[src/design/hcbd_pkg.sv]
// Shared types and constants of the chunked HTTP body deframer.
package hcbd_pkg;

    localparam int SIZE_BITS_DEF = 32;
    localparam int EXT_W         = 12;
    localparam int PADDR_W       = 3;
    localparam int PDATA_W       = 32;

    localparam logic [EXT_W-1:0] EXT_LIMIT_RESET = 12'd512;

    localparam logic [7:0] CH_LF    = 8'h0A;
    localparam logic [7:0] CH_CR    = 8'h0D;
    localparam logic [7:0] CH_SPACE = 8'h20;
    localparam logic [7:0] CH_SEMI  = 8'h3B;

    // Register index decoded from paddr above the byte offset.
    typedef enum logic [0:0] {
        REG_EXT_LIMIT = 1'b0
    } t_reg_idx;

    typedef enum logic [5:0] {
        MODE_SIZE    = 6'b000001,
        MODE_EXT     = 6'b000010,
        MODE_DATA    = 6'b000100,
        MODE_AFTER   = 6'b001000,
        MODE_TRAILER = 6'b010000,
        MODE_ERROR   = 6'b100000
    } t_mode;

    typedef enum logic [1:0] {
        KIND_PAYLOAD  = 2'd0,
        KIND_COMPLETE = 2'd1,
        KIND_ERROR    = 2'd2
    } t_kind;

    typedef enum logic [1:0] {
        CAUSE_NONE      = 2'd0,
        CAUSE_SIZE_CHAR = 2'd1,
        CAUSE_EXT_LONG  = 2'd2,
        CAUSE_AFTER     = 2'd3
    } t_cause;

    typedef struct packed {
        t_mode            mode;
        logic [EXT_W-1:0] ext_count;
        logic             line_start;
    } t_ctl;

    typedef struct packed {
        logic       valid;
        logic [7:0] out_byte;
        t_kind      kind;
        t_cause     cause;
    } t_result;

endpackage

[src/design/hcbd_if.sv]
// Request and response channel interfaces of the chunked HTTP body deframer.
interface hcbd_in_if;
    logic       valid;
    logic       ready;
    logic [7:0] in_byte;

    modport source (output valid, output in_byte, input ready);
    modport sink (input valid, input in_byte, output ready);
endinterface

interface hcbd_out_if;
    logic       valid;
    logic       ready;
    logic [7:0] out_byte;
    logic [1:0] kind;
    logic [1:0] error_cause;

    modport source (output valid, output out_byte, output kind, output error_cause,
                    input ready);
    modport sink (input valid, input out_byte, input kind, input error_cause,
                  output ready);
endinterface

[src/design/hcbd_step.sv]
// Next-state and result logic for one body byte of the chunked deframer.
module hcbd_step
    import hcbd_pkg::*;
#(
    parameter int SIZE_BITS = SIZE_BITS_DEF
) (
    input  logic [7:0]           i_byte,
    input  t_ctl                 i_ctl,
    input  logic [SIZE_BITS-1:0] i_rem,
    input  logic [EXT_W-1:0]     i_limit,
    output t_ctl                 o_ctl,
    output logic [SIZE_BITS-1:0] o_rem,
    output t_result              o_res
);

    logic                 is_hex;
    logic [3:0]           hex_val;
    logic [SIZE_BITS-1:0] rem_dec;

    always_comb begin
        is_hex  = 1'b1;
        hex_val = 4'd0;
        if (i_byte inside {["0":"9"]}) begin
            hex_val = 4'(i_byte - 8'h30);
        end else if (i_byte inside {["a":"f"]}) begin
            hex_val = 4'(i_byte - 8'h57);
        end else if (i_byte inside {["A":"F"]}) begin
            hex_val = 4'(i_byte - 8'h37);
        end else begin
            is_hex = 1'b0;
        end
    end

    assign rem_dec = i_rem - SIZE_BITS'(1);

    always_comb begin
        o_ctl          = i_ctl;
        o_rem          = i_rem;
        o_res.valid    = 1'b0;
        o_res.out_byte = 8'd0;
        o_res.kind     = KIND_PAYLOAD;
        o_res.cause    = CAUSE_NONE;

        case (i_ctl.mode)
            MODE_SIZE: begin
                if (is_hex) begin
                    // A nonzero top digit would be shifted out of the size field.
                    if (i_rem[SIZE_BITS-1 -: 4] != 4'd0) begin
                        o_ctl.mode  = MODE_ERROR;
                        o_res.valid = 1'b1;
                        o_res.kind  = KIND_ERROR;
                        o_res.cause = CAUSE_AFTER;
                    end else begin
                        o_rem = {i_rem[SIZE_BITS-5:0], hex_val};
                    end
                end else if (i_byte == CH_LF) begin
                    if (i_rem == '0) begin
                        o_ctl.mode       = MODE_TRAILER;
                        o_ctl.line_start = 1'b1;
                    end else begin
                        o_ctl.mode = MODE_DATA;
                    end
                end else if (i_byte == CH_CR || i_byte == CH_SPACE) begin
                    o_ctl.mode = MODE_SIZE;
                end else if (i_byte == CH_SEMI) begin
                    o_ctl.mode      = MODE_EXT;
                    o_ctl.ext_count = '0;
                end else begin
                    o_ctl.mode  = MODE_ERROR;
                    o_res.valid = 1'b1;
                    o_res.kind  = KIND_ERROR;
                    o_res.cause = CAUSE_SIZE_CHAR;
                end
            end
            MODE_EXT: begin
                if (i_byte == CH_LF) begin
                    if (i_rem == '0) begin
                        o_ctl.mode       = MODE_TRAILER;
                        o_ctl.line_start = 1'b1;
                    end else begin
                        o_ctl.mode = MODE_DATA;
                    end
                end else if (i_ctl.ext_count >= i_limit) begin
                    o_ctl.mode  = MODE_ERROR;
                    o_res.valid = 1'b1;
                    o_res.kind  = KIND_ERROR;
                    o_res.cause = CAUSE_EXT_LONG;
                end else begin
                    o_ctl.ext_count = i_ctl.ext_count + EXT_W'(1);
                end
            end
            MODE_DATA: begin
                o_rem          = rem_dec;
                o_res.valid    = 1'b1;
                o_res.out_byte = i_byte;
                if (rem_dec == '0) begin
                    o_ctl.mode = MODE_AFTER;
                end
            end
            MODE_AFTER: begin
                if (i_byte == CH_LF) begin
                    o_ctl.mode = MODE_SIZE;
                    o_rem      = '0;
                end else if (i_byte != CH_CR) begin
                    o_ctl.mode  = MODE_ERROR;
                    o_res.valid = 1'b1;
                    o_res.kind  = KIND_ERROR;
                    o_res.cause = CAUSE_AFTER;
                end
            end
            MODE_TRAILER: begin
                if (i_byte == CH_LF) begin
                    o_ctl.line_start = 1'b1;
                    if (i_ctl.line_start) begin
                        // An empty line closes the message.
                        o_ctl.mode      = MODE_SIZE;
                        o_ctl.ext_count = '0;
                        o_rem           = '0;
                        o_res.valid     = 1'b1;
                        o_res.kind      = KIND_COMPLETE;
                    end
                end else if (i_byte != CH_CR) begin
                    o_ctl.line_start = 1'b0;
                end
            end
            default: begin
                o_ctl.mode = MODE_ERROR;
            end
        endcase
    end

endmodule

[src/design/http_chunked_body_deframer_top.sv]
// Top level of the chunked HTTP body deframer: channels, registers and config port.
//
// This block takes the body of a chunked HTTP response one byte per request and
// returns payload bytes, a message-complete marker after the trailer's empty line,
// and a single framing error result when the stream is malformed; after an error
// the block stays silent until reset. It sustains one byte per clock cycle while
// its results are taken downstream: a byte is registered at the input, decoded
// against the parse state in combinational logic, and its result (if any) is
// registered in the output register when the decode stage advances. The single
// output register sets the rate: a new byte is taken whenever the input register
// is empty or its byte can move on, which it can while the output register is
// empty or being taken downstream. Bytes that cause no result (size digits, CR,
// extension text) still pass through the decode stage, which waits on that same
// condition. The extension_limit register sits at byte address 0 of the APB
// port and must only be written while the block is idle. SIZE_BITS sets the
// largest chunk size that is accepted; a size line with more significant digits
// than that is reported as a framing error.
module http_chunked_body_deframer_top
    import hcbd_pkg::*;
#(
    parameter int SIZE_BITS = SIZE_BITS_DEF
) (
    input  logic               i_clk,
    input  logic               i_rst_n,
    hcbd_in_if.sink            i_req,
    hcbd_out_if.source         o_rsp,
    input  logic               psel,
    input  logic               penable,
    input  logic               pwrite,
    input  logic [PADDR_W-1:0] paddr,
    input  logic [PDATA_W-1:0] pwdata,
    output logic [PDATA_W-1:0] prdata,
    output logic               pready
);

    // Input stage.
    logic       r_in_valid;
    logic [7:0] r_in_byte;

    // Parse state.
    t_ctl                 r_ctl;
    logic [SIZE_BITS-1:0] r_rem;
    logic [EXT_W-1:0]     r_limit;

    // Result register.
    logic       r_out_valid;
    logic [7:0] r_out_byte;
    t_kind      r_out_kind;
    t_cause     r_out_cause;

    t_ctl                 n_ctl;
    logic [SIZE_BITS-1:0] n_rem;
    t_result              n_res;

    logic advance;
    logic in_fire;
    logic cfg_write;
    logic reg_hit;

    // The decode stage moves on when the result slot is free or being emptied.
    assign advance = !r_out_valid || o_rsp.ready;
    assign i_req.ready = !r_in_valid || advance;
    assign in_fire = i_req.valid && i_req.ready;

    hcbd_step #(
        .SIZE_BITS (SIZE_BITS)
    ) u_step (
        .i_byte  (r_in_byte),
        .i_ctl   (r_ctl),
        .i_rem   (r_rem),
        .i_limit (r_limit),
        .o_ctl   (n_ctl),
        .o_rem   (n_rem),
        .o_res   (n_res)
    );

    always_ff @(posedge i_clk) begin
        if (!i_rst_n) begin
            r_in_valid <= 1'b0;
        end else if (in_fire) begin
            r_in_valid <= 1'b1;
        end else if (advance) begin
            r_in_valid <= 1'b0;
        end
    end

    always_ff @(posedge i_clk) begin
        if (in_fire) begin
            r_in_byte <= i_req.in_byte;
        end
    end

    always_ff @(posedge i_clk) begin
        if (!i_rst_n) begin
            r_ctl.mode       <= MODE_SIZE;
            r_ctl.ext_count  <= '0;
            r_ctl.line_start <= 1'b1;
            r_rem            <= '0;
        end else if (r_in_valid && advance) begin
            r_ctl <= n_ctl;
            r_rem <= n_rem;
        end
    end

    always_ff @(posedge i_clk) begin
        if (!i_rst_n) begin
            r_out_valid <= 1'b0;
        end else if (advance) begin
            r_out_valid <= r_in_valid && n_res.valid;
        end
    end

    always_ff @(posedge i_clk) begin
        if (r_in_valid && advance && n_res.valid) begin
            r_out_byte  <= n_res.out_byte;
            r_out_kind  <= n_res.kind;
            r_out_cause <= n_res.cause;
        end
    end

    assign o_rsp.valid       = r_out_valid;
    assign o_rsp.out_byte    = r_out_byte;
    assign o_rsp.kind        = r_out_kind;
    assign o_rsp.error_cause = r_out_cause;

    // Configuration port: the register index is the address above the byte offset.
    assign pready    = 1'b1;
    assign reg_hit   = (paddr[PADDR_W-1:2] == REG_EXT_LIMIT);
    assign cfg_write = psel && penable && pwrite && reg_hit;

    always_ff @(posedge i_clk) begin
        if (!i_rst_n) begin
            r_limit <= EXT_LIMIT_RESET;
        end else if (cfg_write) begin
            r_limit <= pwdata[EXT_W-1:0];
        end
    end

    assign prdata = reg_hit ? PDATA_W'(r_limit) : '0;

    // Once in error mode, the parser never leaves it until reset.
    a_error_sticky: assert property (@(posedge i_clk) disable iff (!i_rst_n)
        (r_ctl.mode == MODE_ERROR) |=> (r_ctl.mode == MODE_ERROR))
        else $error("parser left error mode without reset");

    // Data mode always has at least one byte of the chunk left.
    a_data_nonzero: assert property (@(posedge i_clk) disable iff (!i_rst_n)
        (r_ctl.mode == MODE_DATA) |-> (r_rem != '0))
        else $error("data mode with empty chunk count");

    // A pending error result implies the parser is already in error mode.
    a_error_mode: assert property (@(posedge i_clk) disable iff (!i_rst_n)
        (r_out_valid && r_out_kind == KIND_ERROR) |-> (r_ctl.mode == MODE_ERROR))
        else $error("error result without error mode");

    // Error results always carry a cause, other results never do.
    a_cause_match: assert property (@(posedge i_clk) disable iff (!i_rst_n)
        r_out_valid |-> ((r_out_kind == KIND_ERROR) == (r_out_cause != CAUSE_NONE)))
        else $error("error cause does not match result kind");

endmodule
[src/flat_wrapper.sv]
// flat-port wrapper written by rule: the top's interface ports become plain ports
module http_chunked_body_deframer_top_flat import hcbd_pkg::*;
#(
    parameter int SIZE_BITS = SIZE_BITS_DEF
)
  (i_clk, i_rst_n, psel, penable, pwrite, paddr, pwdata, prdata, pready, i_req_valid, i_req_in_byte, i_req_ready, o_rsp_valid, o_rsp_out_byte, o_rsp_kind, o_rsp_error_cause, o_rsp_ready);
  hcbd_in_if i_req_i ();
  hcbd_out_if o_rsp_i ();
  input  logic i_clk;
  input  logic i_rst_n;
  input  logic psel;
  input  logic penable;
  input  logic pwrite;
  input  logic [PADDR_W-1:0] paddr;
  input  logic [PDATA_W-1:0] pwdata;
  output logic [PDATA_W-1:0] prdata;
  output logic pready;
  input wire logic [$bits(i_req_i.valid)-1:0] i_req_valid;
  input wire logic [$bits(i_req_i.in_byte)-1:0] i_req_in_byte;
  output wire logic [$bits(i_req_i.ready)-1:0] i_req_ready;
  output wire logic [$bits(o_rsp_i.valid)-1:0] o_rsp_valid;
  output wire logic [$bits(o_rsp_i.out_byte)-1:0] o_rsp_out_byte;
  output wire logic [$bits(o_rsp_i.kind)-1:0] o_rsp_kind;
  output wire logic [$bits(o_rsp_i.error_cause)-1:0] o_rsp_error_cause;
  input wire logic [$bits(o_rsp_i.ready)-1:0] o_rsp_ready;
  assign i_req_i.valid = i_req_valid;
  assign i_req_i.in_byte = i_req_in_byte;
  assign i_req_ready = i_req_i.ready;
  assign o_rsp_valid = o_rsp_i.valid;
  assign o_rsp_out_byte = o_rsp_i.out_byte;
  assign o_rsp_kind = o_rsp_i.kind;
  assign o_rsp_error_cause = o_rsp_i.error_cause;
  assign o_rsp_i.ready = o_rsp_ready;
  http_chunked_body_deframer_top #(.SIZE_BITS(SIZE_BITS)) u_core (.i_clk(i_clk), .i_rst_n(i_rst_n), .i_req(i_req_i), .o_rsp(o_rsp_i), .psel(psel), .penable(penable), .pwrite(pwrite), .paddr(paddr), .pwdata(pwdata), .prdata(prdata), .pready(pready));
endmodule
[config.mk]
export PLATFORM = sky130hd
export DESIGN_NAME = http_chunked_body_deframer_top_flat
export DESIGN_NICKNAME = d
export VERILOG_FILES = /design/src/design/hcbd_pkg.sv /design/src/design/hcbd_if.sv /design/src/design/hcbd_step.sv /design/src/design/http_chunked_body_deframer_top.sv /design/src/flat_wrapper.sv
export SDC_FILE = /design/constraint.sdc
export NUM_CORES = 1
export LEC_CHECK = 0
export ABC_AREA = 1
export BUFFER_PORTS_ARGS = -buffer_cell sky130_fd_sc_hd__buf_2
export CORE_MARGIN = 2
export CORE_UTILIZATION = 50
export CTS_CLUSTER_SIZE = 30
export DETAILED_ROUTE_END_ITERATION = 16
export PLACE_DENSITY = 0.72
export SYNTH_ARGS = -nofsm -noshare
export SYNTH_HDL_FRONTEND = slang
export SYNTH_SLANG_ARGS = --single-unit
[constraint.sdc]
create_clock -name i_clk -period 4.3 [get_ports i_clk]
set_input_delay 0 -clock i_clk [delete_from_list [all_inputs] [get_ports i_clk]]
set_output_delay 0 -clock i_clk [all_outputs]
set_load 0.01 [all_outputs]
==> results.sh <==
export IMPL_cpPeakStageDelay_ns=0.57
export IMPL_pin_count=97
export IMPL_p_sw_uw=1180
export IMPL_r2r_start="u_core.r_ctl[17]$_SDFFE_PN0P_"
export IMPL_total_power_uw=2880
export IMPL_start_kind="register"
export IMPL_period_needed_ns=2.97
export IMPL_swShare_pct=41.1
export IMPL_slew_viol_final=0
export IMPL_dr_total_vias=5764
export IMPL_htreeDepth=3
export IMPL_synth_edff_count=20
export IMPL_fp_dieW_um=113
export IMPL_clock_fmax_mhz=337
export IMPL_cts_tree="built"
export IMPL_intPower_uw=1690
export IMPL_wirelength_mm=14.7
export IMPL_grt_pass1_vias=5306
export IMPL_gp_congestion=0.944
export IMPL_dieArea_um2=12700
export IMPL_ant_nets=0
export IMPL_endpoint="u_core.r_rem[14]$_SDFFE_PN0P_"
export IMPL_grt_max_degree=53
export IMPL_reg2reg_depth=10
export IMPL_ys_seq_area_share_pct=32.2
export IMPL_fin_skew_ns=0.00931
export IMPL_placementRows=39
export IMPL_cts_made_buffers=9
export IMPL_initial_core_util_pct=51.5
export IMPL_worstSetupPathType="reg2reg"
export IMPL_ys_warn_count=0
export IMPL_fin_setup_tns_ns=0
export IMPL_async_reset_ff_share_pct=0
export IMPL_critical_path_buf_inv_count=3
export IMPL_cp_data_arrival_time_ns=3.25
export IMPL_syn_avg_cell_area_um2=6.61
export IMPL_crit_chain="nor2_2, nand4_1, buf_4, inv_2, nor2_2, a21boi_2, nand3_4, inv_2, o21ai_0, a31oi_1"
export IMPL_first_iter_violations=273
export IMPL_ff2ff_setup_slack_ns=1.33
export IMPL_tightestPinTransition_ns=0.935
export IMPL_r2r_end="u_core.r_rem[14]$_SDFFE_PN0P_"
export IMPL_ys_ff_latch=85
export IMPL_slew_headroom_pct=37.7
export IMPL_fin_crit_sh_pct=69.1
export IMPL_ys_flop_type="dfxtp_1"
export IMPL_antenna_found_initial=0
export IMPL_area_growth_pct=13.7
export IMPL_die_y_um=113
export IMPL_grt_usage_pct=23.7
export IMPL_path_depth=10
export IMPL_clkTransAtPathRegs_ns=0.07
export IMPL_cellLeakagePower_uw=0.00310
export IMPL_hpwl_mm=10.5
export IMPL_crit_start="u_core.r_ctl[17]$_SDFFE_PN0P_"
export IMPL_status="completed"
export IMPL_cp_end_kind="register"
export IMPL_worstPathMaxFanout=47
export IMPL_path_delay_family="buffers and inverters"
export IMPL_rsz0062_at_grt="no"
export IMPL_cts_buffer_depth=2
export IMPL_clkPwrFrac_pct=28.7
export IMPL_cts_setup_buffers=0
export IMPL_nFillCells=1095
export IMPL_cts_sinks=85
export IMPL_overflow=0
export IMPL_vias_per_cell=5.20
export IMPL_cellPowerDensity_nw_per_um2=428
export IMPL_cap_violations=0
export IMPL_core_area_um2=11500
export IMPL_synthDistinctLibCells=43
export IMPL_crit_required_ns=4.58
export IMPL_wire_per_inst_um=13.3
export IMPL_final_nets=1031
export IMPL_hold_viol_final=0
export IMPL_cp_slowest_cell="inv_2"
export IMPL_ir_drop_uv=225
export IMPL_combPwrFrac_pct=39.1
export IMPL_grt_pass1_wl_mm=24.8
export IMPL_regArea_um2=1900
export IMPL_synth_cells=894
export IMPL_seq_power_share_pct=32.2
export IMPL_multi_input_area_um2=3390
export IMPL_diodes=0
export IMPL_clk_latency_ns=0.36
export IMPL_cts_root_buf="clkbuf_16"
export IMPL_drive_above_1_share_pct=13.9
export IMPL_synth_area_um2=5910
export IMPL_drt_pass1_iter_count=5
export IMPL_min_path_type="in2reg"
export IMPL_io_buffers=53
export IMPL_drcViolationCount=0
export IMPL_setup_viol=0
-- cell usage in the layout, fill, tap and decap left out, types with 2 or more instances in the layout --
| cell | count |
|---|---|
| ha_1 | 20 |
| nand2_2 | 10 |
| nor2_1 | 136 |
| nand2_4 | 4 |
| clkbuf_16 | 9 |
| a22oi_1 | 11 |
| inv_6 | 3 |
| nand3b_1 | 2 |
| nand4_2 | 3 |
| or2_1 | 2 |
| o21ai_4 | 2 |
| a31oi_1 | 10 |
| nor2_4 | 8 |
| buf_4 | 4 |
| o22ai_1 | 6 |
| inv_1 | 101 |
| conb_1 | 21 |
| nor2_8 | 2 |
| edfxtp_1 | 20 |
| o21ai_2 | 2 |
| nand3_1 | 55 |
| dlygate4sd3_1 | 23 |
| inv_2 | 11 |
| o21ai_1 | 18 |
| dfxtp_1 | 65 |
| nand2_1 | 197 |
| buf_2 | 53 |
| nor3_1 | 15 |
| o21ai_0 | 51 |
| nor2_2 | 15 |
| nand4_1 | 13 |
| a21oi_1 | 56 |
| o211ai_1 | 2 |
| a211oi_1 | 2 |
-- tightest hold or removal path: cells and delay by family --
kind,cells,cell delay [ns]
AOI/OAI and AO/OA,1,0.08
buffers and inverters,1,0.07
and+or+nand+nor,1,0.18
-- kinds of logic (layout without fill, tap and decap cells) --
logic type / after synthesis / after routing / synth area share, %
flops: 85 / 85 / 32.2
buf+inv: 155 / 208 / 11.7
xor+xnor: 1 / 1 / 0.148
fa+ha+maj: 20 / 20 / 4.23
compound gates: 163 / 163 / 15.5
simple gates: 468 / 468 / 36.1
other cells: 2 / 21 / 0.127
-- layout make-up --
| type | instances | area share, % |
|---|---|---|
| Clock buffer | 9 | 3.35 |
| Tap cell | 143 | 2.66 |
| Clock inverter | 7 | 1.21 |
| Timing Repair Buffer | 80 | 7.82 |
| Multi-Input combinational cell | 673 | 50.4 |
| Inverter | 112 | 6.25 |
| Sequential cell | 85 | 28.3 |
-- metrics by stage --
stage / hold slack (ns) / setup slack [ns] / util, % / std cells / cell area (um2)
after floorplan: 0.0475 / 1.66 / - / 913 / 5980
after global placement: 0.177 / 1.46 / 53.9 / 1070 / 6180
after detailed placement: 0.179 / 1.37 / 53.9 / 1070 / 6180
after CTS: 0.0269 / 1.34 / 58.6 / 1109 / 6720
after global routing: 0.0785 / 0.995 / 58.6 / 1109 / 6720
final: 0.0351 / 1.33 / 58.6 / 1109 / 6720
-- per-layer routing --
layer / global-route usage [%] / vias up / wire [um]
li1: - / 3024 / -
met1: 31.9 / 2592 / 6910
met2: 39.1 / 129 / 6930
met3: 2.95 / 19 / 631
met4: 8.70 / 0 / 264
met5: 0 / - / 0
-- power by group through the flow --
| stage | combinational [uW] | clock [uW] | sequential, uW |
|---|---|---|---|
| finish | 1130 | 826 | 925 |
| global placement | 1080 | 0 | 942 |
| CTS | 1110 | 840 | 923 |
| global route | 1270 | 865 | 932 |
| floorplan | 884 | 0 | 928 |
| detailed placement | 1090 | 0 | 941 |
-- cell usage after synthesis, drive strengths merged, types with 10 or more instances --
master / number / area (um2)
nor3: 16 / 85.1
a31oi: 10 / 62.6
dfxtp: 65 / 1300
nand4: 16 / 119
buf: 29 / 219
o21ai: 73 / 395
ha: 20 / 250
a21oi: 56 / 280
a22oi: 11 / 82.6
edfxtp: 20 / 601
inv: 112 / 420
nand2: 211 / 847
clkbuf: 14 / 52.6
nor2: 161 / 734
nand3: 57 / 303
-- worst min-delay path by stage --
stage | slack [ns] | cells past startpoint | endpoint | from
finish | 0.04 | 3 | u_core.r_limit[9]$_SDFFE_PN1P_ | penable
global route | 0.08 | 3 | u_core.r_limit[9]$_SDFFE_PN1P_ | penable
detailed placement | 0.18 | 1 | u_core.r_in_byte[5]$_DFFE_PP_ | i_req_in_byte[5]
floorplan | 0.05 | 1 | prdata[0] | paddr[2]
CTS | 0.03 | 3 | u_core.r_limit[9]$_SDFFE_PN1P_ | penable
global placement | 0.18 | 1 | u_core.r_in_byte[3]$_DFFE_PP_ | i_req_in_byte[3]
-- flip-flops by register name, indices dropped and copies added, names as in the netlist --
signal,flops
u_core.o_rsp.out_byte,8
u_core.r_rem,32
u_core.r_limit,12
u_core.o_rsp.kind,2
u_core.r_in_byte,8
u_core.r_in_valid,1
u_core.o_rsp.valid,1
u_core.o_rsp.error_cause,2
u_core.r_ctl,19
-- what timing repair did --
action	CTS	global route
endpoints found under the hold margin	22	0
hold buffers	23	0
gates resized for setup	0	0
Note: power is estimated with default switching activity, not from simulation.
